File: config.mk
export PLATFORM = sky130hd
export DESIGN_NAME = c2dcb_coef_cell
export DESIGN_NICKNAME = d
export VERILOG_FILES = /design/src/design/c2dcb_pkg.sv /design/src/design/c2dcb_coef_cell.sv
export SDC_FILE = /design/constraint.sdc
export NUM_CORES = 1
export LEC_CHECK = 0
export ABC_CLOCK_PERIOD_IN_PS = 900
export CAP_MARGIN = 20
export CORE_MARGIN = 5
export CORE_UTILIZATION = 53
export DETAILED_ROUTE_END_ITERATION = 6
export DONT_BUFFER_PORTS = 1
export PLACE_DENSITY = 0.72
export SYNTH_ARGS = -nofsm -noshare
export SYNTH_HDL_FRONTEND = slang
export SYNTH_SLANG_ARGS = --single-unit
File: constraint.sdc
create_clock -name clk_i -period 0.9 [get_ports clk_i]
set_input_delay 0.18 -clock clk_i [delete_from_list [all_inputs] [get_ports clk_i]]
set_output_delay 0.18 -clock clk_i [all_outputs]
set_load 0.1 [all_outputs]
File: src/design/c2dcb_pkg.sv
// ----------------------------------------------------------------------------
// c2dcb_pkg: shared definitions for the clamped-border 2D convolution
// Operation codes, register indexes, field widths and the coefficient cell
// control bundle.
// ----------------------------------------------------------------------------
package c2dcb_pkg;

  // Field widths
  localparam int OP_W      = 2;
  localparam int CIDX_W    = 6;
  localparam int PIX_W     = 16;
  localparam int RES_W     = 24;
  localparam int POS_W     = 10;
  localparam int LANES     = 3;
  localparam int CFG_W     = 11;
  localparam int CFG_IDX_W = 3;

  // Operation codes
  localparam logic [OP_W-1:0] OP_LOAD_COEF = 2'd0;
  localparam logic [OP_W-1:0] OP_PIXEL     = 2'd1;
  localparam logic [OP_W-1:0] OP_FLUSH     = 2'd2;

  // Register indexes
  localparam logic [CFG_IDX_W-1:0] CFG_KERNEL_SIZE   = 3'd0;
  localparam logic [CFG_IDX_W-1:0] CFG_IMAGE_WIDTH   = 3'd1;
  localparam logic [CFG_IDX_W-1:0] CFG_IMAGE_HEIGHT  = 3'd2;
  localparam logic [CFG_IDX_W-1:0] CFG_CHANNEL_COUNT = 3'd3;
  localparam logic [CFG_IDX_W-1:0] CFG_SUM_CHANNELS  = 3'd4;

  // Control shared by every coefficient cell
  typedef struct packed {
    logic                     shift;
    logic                     wr_en;
    logic [CIDX_W-1:0]        wr_index;
    logic signed [PIX_W-1:0]  wr_data;
  } cell_ctrl_t;

endpackage

File: src/design/c2dcb_coef_cell.sv
// ----------------------------------------------------------------------------
// c2dcb_coef_cell: one kernel coefficient of the rotating coefficient ring
// Loads its own tap index on a write, passes its value to the neighbor on
// every shift.
// ----------------------------------------------------------------------------
module c2dcb_coef_cell #(
  parameter int INDEX = 0
) (
  input  logic                                  clk_i,
  input  logic                                  rst_ni,
  input  c2dcb_pkg::cell_ctrl_t                 ctrl_i,
  input  logic signed [c2dcb_pkg::PIX_W-1:0]    next_i,
  output logic signed [c2dcb_pkg::PIX_W-1:0]    coef_o
);
  import c2dcb_pkg::*;

  logic                    hit;
  logic signed [PIX_W-1:0] coef_q, coef_d;

  assign hit = (INDEX < (1 << CIDX_W)) && (ctrl_i.wr_index == CIDX_W'(INDEX));

  // shift has priority; writes only come while the ring is parked
  always_comb begin
    coef_d = coef_q;
    if (ctrl_i.shift) begin
      coef_d = next_i;
    end else if (ctrl_i.wr_en && hit) begin
      coef_d = ctrl_i.wr_data;
    end
  end

  always_ff @(posedge clk_i or negedge rst_ni) begin
    if (!rst_ni) begin
      coef_q <= '0;
    end else begin
      coef_q <= coef_d;
    end
  end

  assign coef_o = coef_q;

endmodule

==> flow_metrics.tcl <==
set metrics [dict create \
    status "complete, but fails checks" \
    failed_checks "hold timing, setup timing" \
    drc 0 \
    worstSetupPathType "reg -> out" \
    p_per_area_nw_per_um2 1840 \
    ys.warnings.count 0 \
    cpPeakStageDelay_ns 0.44 \
    vias_per_cell 6.58 \
    yosys.area.top_type "dfrtp_1" \
    synth_top_cell_area_share 0.487 \
    antenna_left 0 \
    slew_violations 0 \
    post-route-period-util 1.21 \
    ys_top_cells_by_count "16 x a31oi_1, 16 x dfrtp_1, 9 x a2bb2oi_1, 9 x o21ai_1" \
    syn_area_per_cell_um2 9.79 \
    drive_above_1_share 0.477 \
    cts_sinks 16 \
    whs_ns -0.00536 \
    synth_cells 84 \
    worstMarginPinSlew_ns 0.722 \
    largest_reg_flops 16 \
    hpwl_um 1770 \
    grt_pass1_wl_um 4200 \
    htreeDepth 1 \
    cts_tree "built" \
    worstPathMaxFanout 2 \
    synth_edf_count 0 \
    cts_root_buf "clkbuf_4" \
    first_global_vias 824 \
    stdcell_count 123 \
    grt_max_degree 17 \
    overflow 0 \
    wl_per_cell_um 20.1 \
    grt_usage 0.225 \
    tns_ns -2.84 \
    irDropWorstVdd_mv 1.31 \
    drt_iter0_drc 13 \
    timing.final.ws_setup_ns -0.186 \
    crit_buf_inv 1 \
    netlist_area_um2 822 \
    rsz0062_at_grt "true" \
    async_flop_share 1.00 \
    cts.clk_slew.worst_paths_ns 0.10 \
    synth_top_flop_cell "dfrtp_1" \
    syn_nets 126 \
    antenna_found_initial 0 \
    port_buffers 0 \
    routed_wl_um 2480 \
    worst_ep_required_time_ns 0.72 \
    num_rows 14 \
    slew_headroom 0.519 \
    coreArea_um2 1490 \
    arrival_ns 0.91 \
    area_growth_pct 55.3 \
    insertion_delay_ns 0.29 \
    yosysUniqueCellTypes 17 \
    dr.pass1.iters 4 \
    clock.fmax_mhz 921 \
    endpoint_kind "output pin" \
    cts_buffer_depth 2 \
    cap_violations 0 \
    initial_core_util 0.552 \
    antennaDiodeCount 0 \
    die_y_um 49.4 \
    fp.dieArea_um2 2440 \
    min_period_ns 1.09 \
    hold_viol_final 7 \
    die_w_um 49.4 \
    ios 58 \
    place_ws_ns -0.409 \
    synth_area_leaders "dfrtp_1 49%, a31oi_1 12%, a2bb2oi_1 9.6%" \
    path_cells "buf_12" \
    yosysSeqAreaShare 0.487 \
    placed_cells 116 \
    final_util 0.857 \
    setup_viol_count_final 16 \
    start_kind "flop" \
    num_vias 809 \
    clock_skew_ns 0 \
    cp_top_family "flip-flops" \
    slowest_stage "dfrtp_2" \
    hold_path_class "in -> async" \
    place_congestion 0.677 \
    numCtsBuffers 3 \
    yosys_register_bits 16 \
    power_leakage_nw 0.505 \
    finalNetCount 150 \
]
-- path summary, 6_finish.rpt --
check                           start         end  slack [ns]  depth (start not counted)
max                         coef_o[5]   coef_o[5]       -0.19                          1
min                            rst_ni   coef_o[7]      -0.005                          1
max reg2reg                coef_o[14]  coef_o[14]        0.05                          3
min reg2reg                 coef_o[8]   coef_o[8]        0.60                          2
max in group asynchronous      rst_ni  coef_o[14]        0.40                          1
min in group clk_i         next_i[12]  coef_o[12]        0.02                          1
-- per-layer routing --
layer,track usage,part of all wire,up-vias
met4,0.105,0.025,0
met1,0.294,0.42,390
met5,0,0,-
li1,-,-,373
met3,0.0612,0.074,7
met2,0.343,0.48,39
-- logic make-up after synthesis --
family          after synthesis  synth area share
compound gates               41             0.320
buf+inv                       9            0.0578
flops                        16             0.487
simple gates                 18             0.135
-- placed cells by master (no fill, tap or decap) --
cell,Yosys,layout
a31oi_1,16,16
buf_12,0,16
nor2_1,7,7
o21ai_1,9,14
inv_1,1,1
dfrtp_2,0,16
a2bb2oi_1,9,9
o21ai_2,1,2
nand3_1,7,7
dlymetal6s4s_1,0,1
nor3_2,1,1
or4b_4,0,2
nor4b_4,1,1
buf_4,0,9
clkbuf_4,1,3
or3_1,1,1
clkbuf_8,0,1
-- final cells by class --
cell class | instances | area [um2]
Sequential cell | 16 | 420
Timing Repair Buffer | 26 | 400
Multi-Input combinational cell | 60 | 395
Fill cell | 74 | 213
Clock buffer | 4 | 36.3
Tap cell | 16 | 20.0
Inverter | 1 | 3.75
-- where the power goes --
part | internal [mW] | switching [mW] | total [mW] | leakage (nW)
logic | 0.362 | 0.633 | 0.995 | 0.319
clock network | 0.247 | 0.236 | 0.483 | 0.0210
registers | 0.798 | 0.0712 | 0.869 | 0.165
total | 1.41 | 0.940 | 2.35 | 0.505
-- stage by stage --
stage	power, mW	instance area [um2]
after detailed placement	1.85	1200
after floorplan	1.49	852
after global routing	2.44	1280
after CTS	2.36	1270
final	2.35	1280
after global placement	1.84	1200
-- repair_timing --
item,in CTS,in global routing
hold buffers,1,0
gates resized for setup,3,6
cloned,1,0
pin swaps,1,0
hold endpoints to repair,16,0
buffers inserted,1,0
endpoints found under the setup margin,22,37
Note: power is estimated with default switching activity, not from simulation.
